[src/pfdm_pkg.sv]
package pfdm_pkg;

  localparam int TICK_HZ_W  = 27;
  localparam int PERIOD_W   = 32;
  localparam int DUTY_W     = 4;
  localparam int PULSES_W   = 16;
  localparam int WTICK_W    = 8;
  localparam int OVF_W      = 14;
  localparam int CFG_IDX_W  = 3;
  localparam int CFG_DATA_W = 32;
  localparam int OP_W       = 2;
  localparam int FRAC_W     = 16;
  localparam int FREQ_W     = 32;
  localparam int DUTY_SCALE = 10;

  localparam logic [OP_W-1:0] OP_OVERFLOW = 2'd0;
  localparam logic [OP_W-1:0] OP_RISE     = 2'd1;
  localparam logic [OP_W-1:0] OP_FALL     = 2'd2;
  localparam logic [OP_W-1:0] OP_TICK     = 2'd3;

  localparam logic [CFG_IDX_W-1:0] REG_TICK_HZ      = 3'd0;
  localparam logic [CFG_IDX_W-1:0] REG_PERIOD_MIN   = 3'd1;
  localparam logic [CFG_IDX_W-1:0] REG_PERIOD_MAX   = 3'd2;
  localparam logic [CFG_IDX_W-1:0] REG_DUTY_MIN     = 3'd3;
  localparam logic [CFG_IDX_W-1:0] REG_DUTY_MAX     = 3'd4;
  localparam logic [CFG_IDX_W-1:0] REG_MIN_PULSES   = 3'd5;
  localparam logic [CFG_IDX_W-1:0] REG_MAX_WTICKS   = 3'd6;
  localparam logic [CFG_IDX_W-1:0] REG_OVF_LIMIT    = 3'd7;

  localparam logic [TICK_HZ_W-1:0] RST_TICK_HZ    = 27'd48000000;
  localparam logic [PERIOD_W-1:0]  RST_PERIOD_MIN = 32'd10666;
  localparam logic [PERIOD_W-1:0]  RST_PERIOD_MAX = 32'd4800000;
  localparam logic [DUTY_W-1:0]    RST_DUTY_MIN   = 4'd1;
  localparam logic [DUTY_W-1:0]    RST_DUTY_MAX   = 4'd9;
  localparam logic [PULSES_W-1:0]  RST_MIN_PULSES = 16'd10;
  localparam logic [WTICK_W-1:0]   RST_MAX_WTICKS = 8'd10;
  localparam logic [OVF_W-1:0]     RST_OVF_LIMIT  = 14'd10000;

  typedef struct packed {
    logic [TICK_HZ_W-1:0] tick_hz;
    logic [PERIOD_W-1:0]  period_min;
    logic [PERIOD_W-1:0]  period_max;
    logic [DUTY_W-1:0]    duty_min;
    logic [DUTY_W-1:0]    duty_max;
    logic [PULSES_W-1:0]  min_pulses;
    logic [WTICK_W-1:0]   max_window_ticks;
    logic [OVF_W-1:0]     overflow_limit;
  } cfg_t;

  typedef struct packed {
    logic take;
    logic mul;
    logic div_init;
    logic div_step;
    logic div_last;
    logic out_load;
  } cmd_t;

  typedef struct packed {
    logic closed;
  } sts_t;

endpackage

[src/pfdm_ctrl.sv]
module pfdm_ctrl import pfdm_pkg::*; (
  input  logic            clk,
  input  logic            rst_n,
  input  logic            in_valid,
  input  logic [OP_W-1:0] in_op,
  output logic            in_ready,
  output logic            out_valid,
  input  logic            out_ready,
  input  sts_t            sts,
  output cmd_t            cmd
);

  localparam int STEP_W = $clog2(FREQ_W);

  typedef enum logic [4:0] {
    S_IDLE = 5'b00001,
    S_MUL  = 5'b00010,
    S_CHK  = 5'b00100,
    S_DIV  = 5'b01000,
    S_PUT  = 5'b10000
  } state_t;

  state_t            state_r, state_nxt;
  logic [STEP_W-1:0] step_r, step_nxt;
  logic              out_valid_r, out_valid_nxt;
  logic              take;

  assign in_ready  = (state_r == S_IDLE);
  assign take      = in_valid && in_ready;
  assign out_valid = out_valid_r;

  always_comb begin
    state_nxt     = state_r;
    step_nxt      = step_r;
    out_valid_nxt = out_valid_r && !out_ready;
    cmd           = '0;
    cmd.take      = take;
    unique case (state_r)
      S_IDLE: begin
        if (take && in_op == OP_TICK) begin
          state_nxt = sts.closed ? S_MUL : S_PUT;
        end
      end
      S_MUL: begin
        cmd.mul   = 1'b1;
        state_nxt = S_CHK;
      end
      S_CHK: begin
        cmd.div_init = 1'b1;
        step_nxt     = '0;
        state_nxt    = S_DIV;
      end
      S_DIV: begin
        cmd.div_step = 1'b1;
        step_nxt     = step_r + 1'b1;
        if (step_r == STEP_W'(FREQ_W - 1)) begin
          cmd.div_last = 1'b1;
          state_nxt    = S_PUT;
        end
      end
      S_PUT: begin
        if (!out_valid_r || out_ready) begin
          cmd.out_load  = 1'b1;
          out_valid_nxt = 1'b1;
          state_nxt     = S_IDLE;
        end
      end
      default: state_nxt = S_IDLE;
    endcase
  end

  always_ff @(posedge clk) begin
    if (!rst_n) begin
      state_r     <= S_IDLE;
      step_r      <= '0;
      out_valid_r <= 1'b0;
    end else begin
      state_r     <= state_nxt;
      step_r      <= step_nxt;
      out_valid_r <= out_valid_nxt;
    end
  end

endmodule

[src/pfdm_datapath.sv]
module pfdm_datapath import pfdm_pkg::*; #(
  parameter int CAPTURE_WIDTH = 16,
  parameter int SUM_WIDTH     = 40,
  parameter int COUNT_WIDTH   = 16
) (
  input  logic                     clk,
  input  logic                     rst_n,
  input  cfg_t                     cfg,
  input  logic [OP_W-1:0]          in_op,
  input  logic [CAPTURE_WIDTH-1:0] in_capture_value,
  input  cmd_t                     cmd,
  output sts_t                     sts,
  output logic [SUM_WIDTH-1:0]     out_window_sum,
  output logic [COUNT_WIDTH-1:0]   out_window_count,
  output logic [FREQ_W-1:0]        out_freq_q16,
  output logic                     out_window_closed
);

  localparam int RPW  = OVF_W + CAPTURE_WIDTH + 1;
  localparam int PWW  = (RPW > PERIOD_W) ? RPW : PERIOD_W;
  localparam int DW   = (RPW + DUTY_W > PERIOD_W + DUTY_W) ? RPW + DUTY_W : PERIOD_W + DUTY_W;
  localparam int CPW  = (COUNT_WIDTH > PULSES_W) ? COUNT_WIDTH : PULSES_W;
  localparam int AW   = TICK_HZ_W + COUNT_WIDTH;
  localparam int SHW  = SUM_WIDTH + FRAC_W;
  localparam int CMPW = (AW > SHW) ? AW : SHW;

  // measurement state
  logic [CAPTURE_WIDTH-1:0] last_rise_r;
  logic [OVF_W-1:0]         rise_ovf_r, fall_ovf_r;
  logic [PERIOD_W-1:0]      held_period_r;
  logic [COUNT_WIDTH-1:0]   count_r;
  logic [SUM_WIDTH-1:0]     sum_r;
  logic [WTICK_W-1:0]       ticks_r;
  logic [FREQ_W-1:0]        held_freq_r;

  // window close and divider
  logic [COUNT_WIDTH-1:0]   cnt_snap_r;
  logic [SUM_WIDTH-1:0]     sum_snap_r;
  logic                     closed_snap_r;
  logic [AW-1:0]            a_r;
  logic [SUM_WIDTH-1:0]     rem_r;
  logic [FREQ_W-1:0]        lo_r, q_r;
  logic                     sat_r, zero_r;

  logic [SUM_WIDTH-1:0]     out_sum_r;
  logic [COUNT_WIDTH-1:0]   out_count_r;
  logic [FREQ_W-1:0]        out_freq_r;
  logic                     out_closed_r;

  logic [CAPTURE_WIDTH-1:0] diff;
  logic [RPW-1:0]           rise_span, fall_span;
  logic [PWW-1:0]           rise_w;
  logic [PERIOD_W-1:0]      period_new;
  logic [DW-1:0]            p10, lo_bound, hi_bound;
  logic                     pass;
  logic [COUNT_WIDTH-1:0]   count_inc;
  logic [SUM_WIDTH:0]       sum_add;
  logic [SUM_WIDTH-1:0]     sum_new;
  logic [WTICK_W-1:0]       ticks_inc;
  logic                     closed;
  logic [SUM_WIDTH:0]       trial;
  logic                     ge;
  logic [SUM_WIDTH-1:0]     rem_step;
  logic [FREQ_W-1:0]        q_step, freq_new;

  assign diff       = in_capture_value - last_rise_r;
  assign rise_span  = RPW'({rise_ovf_r, {CAPTURE_WIDTH{1'b0}}}) + RPW'(diff);
  assign fall_span  = RPW'({fall_ovf_r, {CAPTURE_WIDTH{1'b0}}}) + RPW'(diff);
  assign rise_w     = PWW'(rise_span);
  assign period_new = (rise_w > PWW'({PERIOD_W{1'b1}})) ? '1 : PERIOD_W'(rise_w);

  assign p10      = DW'(fall_span) * DW'(DUTY_SCALE);
  assign lo_bound = DW'(held_period_r) * DW'(cfg.duty_min);
  assign hi_bound = DW'(held_period_r) * DW'(cfg.duty_max);
  assign pass     = (held_period_r != '0) && (held_period_r >= cfg.period_min) &&
                    (held_period_r <= cfg.period_max) && (p10 >= lo_bound) &&
                    (p10 <= hi_bound);

  assign count_inc = (&count_r) ? count_r : count_r + 1'b1;
  assign sum_add   = (SUM_WIDTH + 1)'(sum_r) + (SUM_WIDTH + 1)'(held_period_r);
  assign sum_new   = sum_add[SUM_WIDTH] ? '1 : sum_add[SUM_WIDTH-1:0];
  assign ticks_inc = (&ticks_r) ? ticks_r : ticks_r + 1'b1;
  assign closed    = (CPW'(count_r) >= CPW'(cfg.min_pulses)) ||
                     (ticks_inc >= cfg.max_window_ticks);

  assign sts.closed = closed;

  // restoring division, one quotient bit per step
  assign trial    = {rem_r, lo_r[FREQ_W-1]};
  assign ge       = trial >= {1'b0, sum_snap_r};
  assign rem_step = ge ? SUM_WIDTH'(trial - {1'b0, sum_snap_r}) : SUM_WIDTH'(trial);
  assign q_step   = {q_r[FREQ_W-2:0], ge};
  assign freq_new = zero_r ? '0 : (sat_r ? '1 : q_step);

  always_ff @(posedge clk) begin
    if (!rst_n) begin
      last_rise_r   <= '0;
      rise_ovf_r    <= '0;
      fall_ovf_r    <= '0;
      held_period_r <= '0;
      count_r       <= '0;
      sum_r         <= '0;
      ticks_r       <= '0;
      held_freq_r   <= '0;
    end else begin
      if (cmd.take) begin
        unique case (in_op)
          OP_OVERFLOW: begin
            if (rise_ovf_r < cfg.overflow_limit) begin
              rise_ovf_r <= rise_ovf_r + 1'b1;
            end
            if (fall_ovf_r < cfg.overflow_limit) begin
              fall_ovf_r <= fall_ovf_r + 1'b1;
            end
          end
          OP_RISE: begin
            held_period_r <= period_new;
            rise_ovf_r    <= '0;
            fall_ovf_r    <= '0;
            last_rise_r   <= in_capture_value;
          end
          OP_FALL: begin
            if (pass) begin
              count_r <= count_inc;
              sum_r   <= sum_new;
            end
          end
          OP_TICK: begin
            if (closed) begin
              count_r <= '0;
              sum_r   <= '0;
              ticks_r <= '0;
            end else begin
              ticks_r <= ticks_inc;
            end
          end
          default: ;
        endcase
      end
      if (cmd.div_last) begin
        held_freq_r <= freq_new;
      end
    end
  end

  always_ff @(posedge clk) begin
    if (cmd.take && in_op == OP_TICK) begin
      cnt_snap_r    <= count_r;
      sum_snap_r    <= sum_r;
      closed_snap_r <= closed;
    end
    if (cmd.mul) begin
      a_r <= AW'(cfg.tick_hz) * AW'(cnt_snap_r);
    end
    if (cmd.div_init) begin
      sat_r  <= CMPW'(a_r) >= CMPW'({sum_snap_r, {FRAC_W{1'b0}}});
      zero_r <= (sum_snap_r == '0);
      rem_r  <= SUM_WIDTH'(a_r >> FRAC_W);
      lo_r   <= {a_r[FRAC_W-1:0], {(FREQ_W - FRAC_W){1'b0}}};
      q_r    <= '0;
    end
    if (cmd.div_step) begin
      rem_r <= rem_step;
      lo_r  <= lo_r << 1;
      q_r   <= q_step;
    end
    if (cmd.out_load) begin
      out_sum_r    <= sum_snap_r;
      out_count_r  <= cnt_snap_r;
      out_freq_r   <= held_freq_r;
      out_closed_r <= closed_snap_r;
    end
  end

  assign out_window_sum    = out_sum_r;
  assign out_window_count  = out_count_r;
  assign out_freq_q16      = out_freq_r;
  assign out_window_closed = out_closed_r;

endmodule

[src/pulse_frequency_duty_meter_core.sv]
// overflow, rising and falling capture transactions: taken while the controller stays idle, in_ready stays high
// window tick that leaves the window open: S_PUT registers the result once the output register is free
// window tick that closes the window: the result passes through the tick_hz x count multiply,
//   the range check and the 32-step restoring divider before S_PUT registers it
// in_ready is low while a tick is in flight and returns once its result sits in the output register
// synchronous active-low reset clears all measurement state and loads the register defaults
module pulse_frequency_duty_meter_core import pfdm_pkg::*; #(
  parameter int CAPTURE_WIDTH = 16,
  parameter int SUM_WIDTH     = 40,
  parameter int COUNT_WIDTH   = 16
) (
  input  logic                     clk,
  input  logic                     rst_n,
  input  logic                     in_valid,
  output logic                     in_ready,
  input  logic [OP_W-1:0]          in_op,
  input  logic [CAPTURE_WIDTH-1:0] in_capture_value,
  output logic                     out_valid,
  input  logic                     out_ready,
  output logic [SUM_WIDTH-1:0]     out_window_sum,
  output logic [COUNT_WIDTH-1:0]   out_window_count,
  output logic [FREQ_W-1:0]        out_freq_q16,
  output logic                     out_window_closed,
  input  logic                     cfg_we,
  input  logic [CFG_IDX_W-1:0]     cfg_index,
  input  logic [CFG_DATA_W-1:0]    cfg_wdata
);

  localparam int CPW = (COUNT_WIDTH > PULSES_W) ? COUNT_WIDTH : PULSES_W;

  cfg_t cfg_r;
  cmd_t cmd;
  sts_t sts;

  always_ff @(posedge clk) begin
    if (!rst_n) begin
      cfg_r.tick_hz          <= RST_TICK_HZ;
      cfg_r.period_min       <= RST_PERIOD_MIN;
      cfg_r.period_max       <= RST_PERIOD_MAX;
      cfg_r.duty_min         <= RST_DUTY_MIN;
      cfg_r.duty_max         <= RST_DUTY_MAX;
      cfg_r.min_pulses       <= RST_MIN_PULSES;
      cfg_r.max_window_ticks <= RST_MAX_WTICKS;
      cfg_r.overflow_limit   <= RST_OVF_LIMIT;
    end else if (cfg_we) begin
      unique case (cfg_index)
        REG_TICK_HZ:    cfg_r.tick_hz          <= cfg_wdata[TICK_HZ_W-1:0];
        REG_PERIOD_MIN: cfg_r.period_min       <= cfg_wdata[PERIOD_W-1:0];
        REG_PERIOD_MAX: cfg_r.period_max       <= cfg_wdata[PERIOD_W-1:0];
        REG_DUTY_MIN:   cfg_r.duty_min         <= cfg_wdata[DUTY_W-1:0];
        REG_DUTY_MAX:   cfg_r.duty_max         <= cfg_wdata[DUTY_W-1:0];
        REG_MIN_PULSES: cfg_r.min_pulses       <= cfg_wdata[PULSES_W-1:0];
        REG_MAX_WTICKS: cfg_r.max_window_ticks <= cfg_wdata[WTICK_W-1:0];
        REG_OVF_LIMIT:  cfg_r.overflow_limit   <= cfg_wdata[OVF_W-1:0];
        default: ;
      endcase
    end
  end

  pfdm_ctrl u_ctrl (
    .clk       (clk),
    .rst_n     (rst_n),
    .in_valid  (in_valid),
    .in_op     (in_op),
    .in_ready  (in_ready),
    .out_valid (out_valid),
    .out_ready (out_ready),
    .sts       (sts),
    .cmd       (cmd)
  );

  pfdm_datapath #(
    .CAPTURE_WIDTH (CAPTURE_WIDTH),
    .SUM_WIDTH     (SUM_WIDTH),
    .COUNT_WIDTH   (COUNT_WIDTH)
  ) u_datapath (
    .clk               (clk),
    .rst_n             (rst_n),
    .cfg               (cfg_r),
    .in_op             (in_op),
    .in_capture_value  (in_capture_value),
    .cmd               (cmd),
    .sts               (sts),
    .out_window_sum    (out_window_sum),
    .out_window_count  (out_window_count),
    .out_freq_q16      (out_freq_q16),
    .out_window_closed (out_window_closed)
  );

  a_tick_busy: assert property (@(posedge clk) disable iff (!rst_n)
    (in_valid && in_ready && in_op == OP_TICK) |=> !in_ready)
    else $error("tick transaction did not hold off the input");

  a_event_single: assert property (@(posedge clk) disable iff (!rst_n)
    (in_valid && in_ready && in_op != OP_TICK) |=> in_ready)
    else $error("capture transaction stalled the input");

  a_zero_count_freq: assert property (@(posedge clk) disable iff (!rst_n)
    (out_valid && out_window_closed && out_window_count == '0) |-> (out_freq_q16 == '0))
    else $error("closed empty window reported nonzero frequency");

  a_open_count: assert property (@(posedge clk) disable iff (!rst_n)
    (out_valid && !out_window_closed) |->
      (CPW'(out_window_count) < CPW'(cfg_r.min_pulses)))
    else $error("window left open with enough pulses");

endmodule
[config.mk]
export PLATFORM = sky130hd
export DESIGN_NAME = pulse_frequency_duty_meter_core
export DESIGN_NICKNAME = d
export VERILOG_FILES = /design/src/pfdm_pkg.sv /design/src/pfdm_ctrl.sv /design/src/pfdm_datapath.sv /design/src/pulse_frequency_duty_meter_core.sv
export SDC_FILE = /design/constraint.sdc
export NUM_CORES = 2
export LEC_CHECK = 0
export BUFFER_PORTS_ARGS = -buffer_cell sky130_fd_sc_hd__buf_2
export CAP_MARGIN = 20
export CORE_MARGIN = 2
export CORE_UTILIZATION = 50
export CTS_CLUSTER_SIZE = 14
export DETAILED_ROUTE_END_ITERATION = 12
export HOLD_SLACK_MARGIN = 0.05
export PLACE_DENSITY = 0.67
export SKIP_LAST_GASP = 1
export SLEW_MARGIN = 25
export SYNTH_ARGS = -nofsm -noshare
export SYNTH_HDL_FRONTEND = slang
export SYNTH_SLANG_ARGS = --single-unit
[constraint.sdc]
create_clock -name clk -period 10 [get_ports clk]
set_clock_uncertainty 0.1 [all_clocks]
set_input_delay 1.5 -clock clk [delete_from_list [all_inputs] [get_ports clk]]
set_output_delay 1.5 -clock clk [all_outputs]
set_load 0.02 [all_outputs]
==> reports/qor.csv <==
metric,value,unit
status,"finished, violations left",
syn_nets,7110,
clockRootBuffer,clkbuf_16,
min_to,u_datapath.out_freq_q16[12]$_DFFE_PP_,
path_max_fanout,13,
power.density,211.4,nW/um2
cts_max_path_buffers,3,
setup_tns,0,ns
clkTransAtPathRegs,0.05,ns
finalWorstSetupSlack,0.8118,ns
grt_pass1_wl,244.4,mm
critPathCaptureType,flip-flop,
cp-start-kind,primary input,
yosysWarnings,0,
drv_slew,0,
min-delay-start,u_datapath.held_freq_r[12]$_SDFFE_PN0P_,
r2r_setup_slack,1.54,ns
dieArea,108900,um2
leakage,26.47,nW
numCtsBuffers,69,
arrival,9.55,ns
synth_top_area_frac,0.1748,
ctsHoldBuffers,0,
synth_enable_flop_cells,278,
syn_to_final_growth,8.461,%
setup_viol,0,
rsz0062_at_grt,false,
routed_via_density,5.755,
grt_pass1_vias,43350,
layout_min_cycle_time,9.188,ns
max_stage_delay,0.77,ns
core,105400,um2
max_slew_margin,0.3129,
cap_violations,0,
place_worst_setup_slack,0.2622,ns
die_x,330.0,um
io_pins,149,
wire_per_inst,20.51,um
worst_slew_pin_slew,1.028,ns
fmax,0.1088,GHz
gp_congestion,0.9524,
drtPass1Iterations,10,
drt-initial-drc-count,3410,
antenna_found_initial,5,
reg2reg_from,u_datapath.last_rise_r[0]$_SDFFE_PN0P_,
post_cts_buffers,0,
worst_hold_path_type,flip-flop to flip-flop,
final-hold-violation-count,0,
cts_resized,0,
routed_wl,154.3,mm
dp_hpwl,116.6,mm
ys_ff_latch,596,
start_util,0.5042,
cts-htree-levels,3,
nNetsFinal,7133,
post-route-drc-count,14,
grt_max_degree,102,
syn_area,53150,um2
port_buffers,148,
worstRegToRegCells,32,
ys_async_sr_fraction,0,
cts_sinks,596,
synth_area_leaders,"fa_1, edfxtp_1, ha_1",
synth_flop_cell,dfxtp_1,
required,10.37,ns
vias,43300,
track_usage,0.2878,
die_y,330.0,um
syn_inst,6052,
grt-ovfl-total,0,
cts_tree,built,
vdd_ir_drop_max,522.7,uV
drive_above_1_share,0.06690,
yosysTopAreaCell,fa_1,
post_synth_num_cell_types,96,
seq_area_frac_synth,0.2769,
min_delay_path_depth,0,
clock_latency,0.65,ns
violations,design-rule violations,
synth.avg_cell_area,8.782,um2
fin_crit_sh,0.9188,
crit_top_cell,ha_1,
crit_type,primary input to flip-flop,
final_antenna_net_count,0,
r2r_end,u_datapath.count_r[9]$_SDFFE_PN0P_,
fp-row-count,119,
slowest_stage,a2111oi_4,
critical path: cells and delay by family:
family | cells | cell delay (ns)
and+or+nand+nor | 5 | 1.13
AOI/OAI and AO/OA | 18 | 4.54
xor gates and xnor gates | 2 | 0.49
buffers and inverters | 4 | 0.34
adders and majority gates | 5 | 1.56
flip-flops by register name, summed over array words and instances, names as in the netlist, 30 cells and up:
name,count
u_datapath.a_r,43
u_datapath.sum_r,40
u_datapath.rem_r,40
cfg_r,137
u_datapath.out_freq_q16,32
u_datapath.held_freq_r,32
u_datapath.out_window_sum,40
u_datapath.q_r,31
u_datapath.held_period_r,30
u_datapath.sum_snap_r,40
layout make-up:
cell class | count | area [um2]
flip-flops and latches | 596 | 14710
well taps | 1391 | 1740
clock buffers | 82 | 1828
clock inverters | 43 | 546.8
inverters | 702 | 2641
diodes | 5 | 12.51
multi-input cells | 4475 | 34800
fillers | 9670 | 47770
repair buffers | 231 | 1364
per-layer routing:
layer | global-route usage | part of all wire | vias to the layer above
met2 | 0.4845 | 0.47 | 1543
met1 | 0.3703 | 0.41 | 21110
met4 | 0.1180 | 0.043 | 4
met3 | 0.04450 | 0.068 | 335
li1 | - | - | 20310
met5 | 0 | 0.00017 | -
logic make-up (layout without fill, tap and decap cells):
| kind of cell | Yosys count | after routing | share of synthesized area |
|---|---|---|---|
| AOI/OAI and AO/OA | 1150 | 1150 | 0.1361 |
| xor gates and xnor gates | 200 | 200 | 0.03296 |
| adders and majority gates | 1000 | 1000 | 0.3010 |
| buffers and inverters | 981 | 1058 | 0.06973 |
| DFF | 596 | 596 | 0.2769 |
| muxes | 13 | 13 | 0.002496 |
| other | 0 | 5 | 0 |
| and+or+nand+nor | 2112 | 2112 | 0.1809 |
cells in the mapped netlist, types with 9 or more instances:
library cell / instances
and4_1: 10
o21ai_1: 19
nand4_1: 50
a211oi_1: 27
a31o_2: 9
nor4_1: 26
buf_2: 16
a221oi_1: 10
clkbuf_1: 257
o21bai_1: 26
dfxtp_1: 318
a2111oi_0: 10
nor2b_1: 38
and3_1: 35
xor2_1: 76
inv_1: 700
ha_1: 536
a21o_1: 140
o211ai_1: 55
xnor2_1: 124
fa_1: 464
nor2_1: 277
a31oi_1: 49
or2_2: 11
nand2_1: 1105
nand2b_1: 31
mux2i_1: 11
nor3_1: 82
o21a_1: 36
o41ai_1: 9
and2_1: 271
edfxtp_1: 278
o31ai_1: 23
a21oi_1: 456
o21ai_0: 173
nand3_1: 115
or3_1: 26
cell usage in the layout (no fill, tap or decap), types with 13 or more instances in the layout:
master	instances
o31ai_1	23
a31oi_1	49
fa_1	464
o21a_1	36
nor2b_1	37
nand2_1	1104
xor2_1	76
nor4_1	26
or3_1	26
a211oi_1	27
nand4_1	50
o21ai_1	18
buf_4	83
and2_1	271
ha_1	536
nor2_1	274
xnor2_1	124
clkbuf_16	71
edfxtp_1	278
o21ai_0	173
nand3_1	114
dfxtp_1	318
nor3_1	80
and3_1	34
a21o_1	140
inv_1	698
clkinv_2	13
a21oi_1	456
buf_2	148
nand2b_1	31
o211ai_1	55
o21bai_1	26
metrics by stage:
step / std cells / hold WS, ns / area, um2 / utilization / power [mW]
4_1_cts: 7520 / 0.3336 / 57630 / 0.5467 / 12.28
3_3_place_gp: 7395 / 0.3041 / 55240 / 0.5240 / 9.472
6_report: 7525 / 0.3323 / 57640 / 0.5468 / 12.18
5_1_grt: 7520 / 0.3430 / 57630 / 0.5467 / 13.15
2_1_floorplan: 6052 / 0.3003 / 53150 / - / 7.759
3_5_place_dp: 7395 / 0.3121 / 55260 / 0.5242 / 9.593
power by group:
part / internal (mW) / switching (mW) / leakage, nW / total, mW
combinational: 2.66 / 3.95 / 20.3 / 6.61
clock: 1.56 / 1.09 / 1.14 / 2.65
sequential: 2.86 / 0.0609 / 5.07 / 2.92
worst max-delay path by stage:
| stage | depth (start not counted) | end | startpoint | slack [ns] |
|---|---|---|---|---|
| after global routing | 34 | u_datapath.count_r[11]$_SDFFE_PN0P_ | in_capture_value[0] | 0.27 |
| after global placement | 34 | u_datapath.count_r[7]$_SDFFE_PN0P_ | in_capture_value[0] | 0.46 |
| after detailed placement | 35 | u_datapath.count_r[7]$_SDFFE_PN0P_ | in_capture_value[0] | 0.26 |
| final | 34 | u_datapath.count_r[9]$_SDFFE_PN0P_ | in_capture_value[0] | 0.81 |
| after floorplan | 32 | u_datapath.sum_r[33]$_SDFFE_PN0P_ | in_capture_value[0] | 1.81 |
| after CTS | 34 | u_datapath.count_r[7]$_SDFFE_PN0P_ | in_capture_value[0] | 0.90 |
No activity file was read; power rests on OpenSTA's default activity.
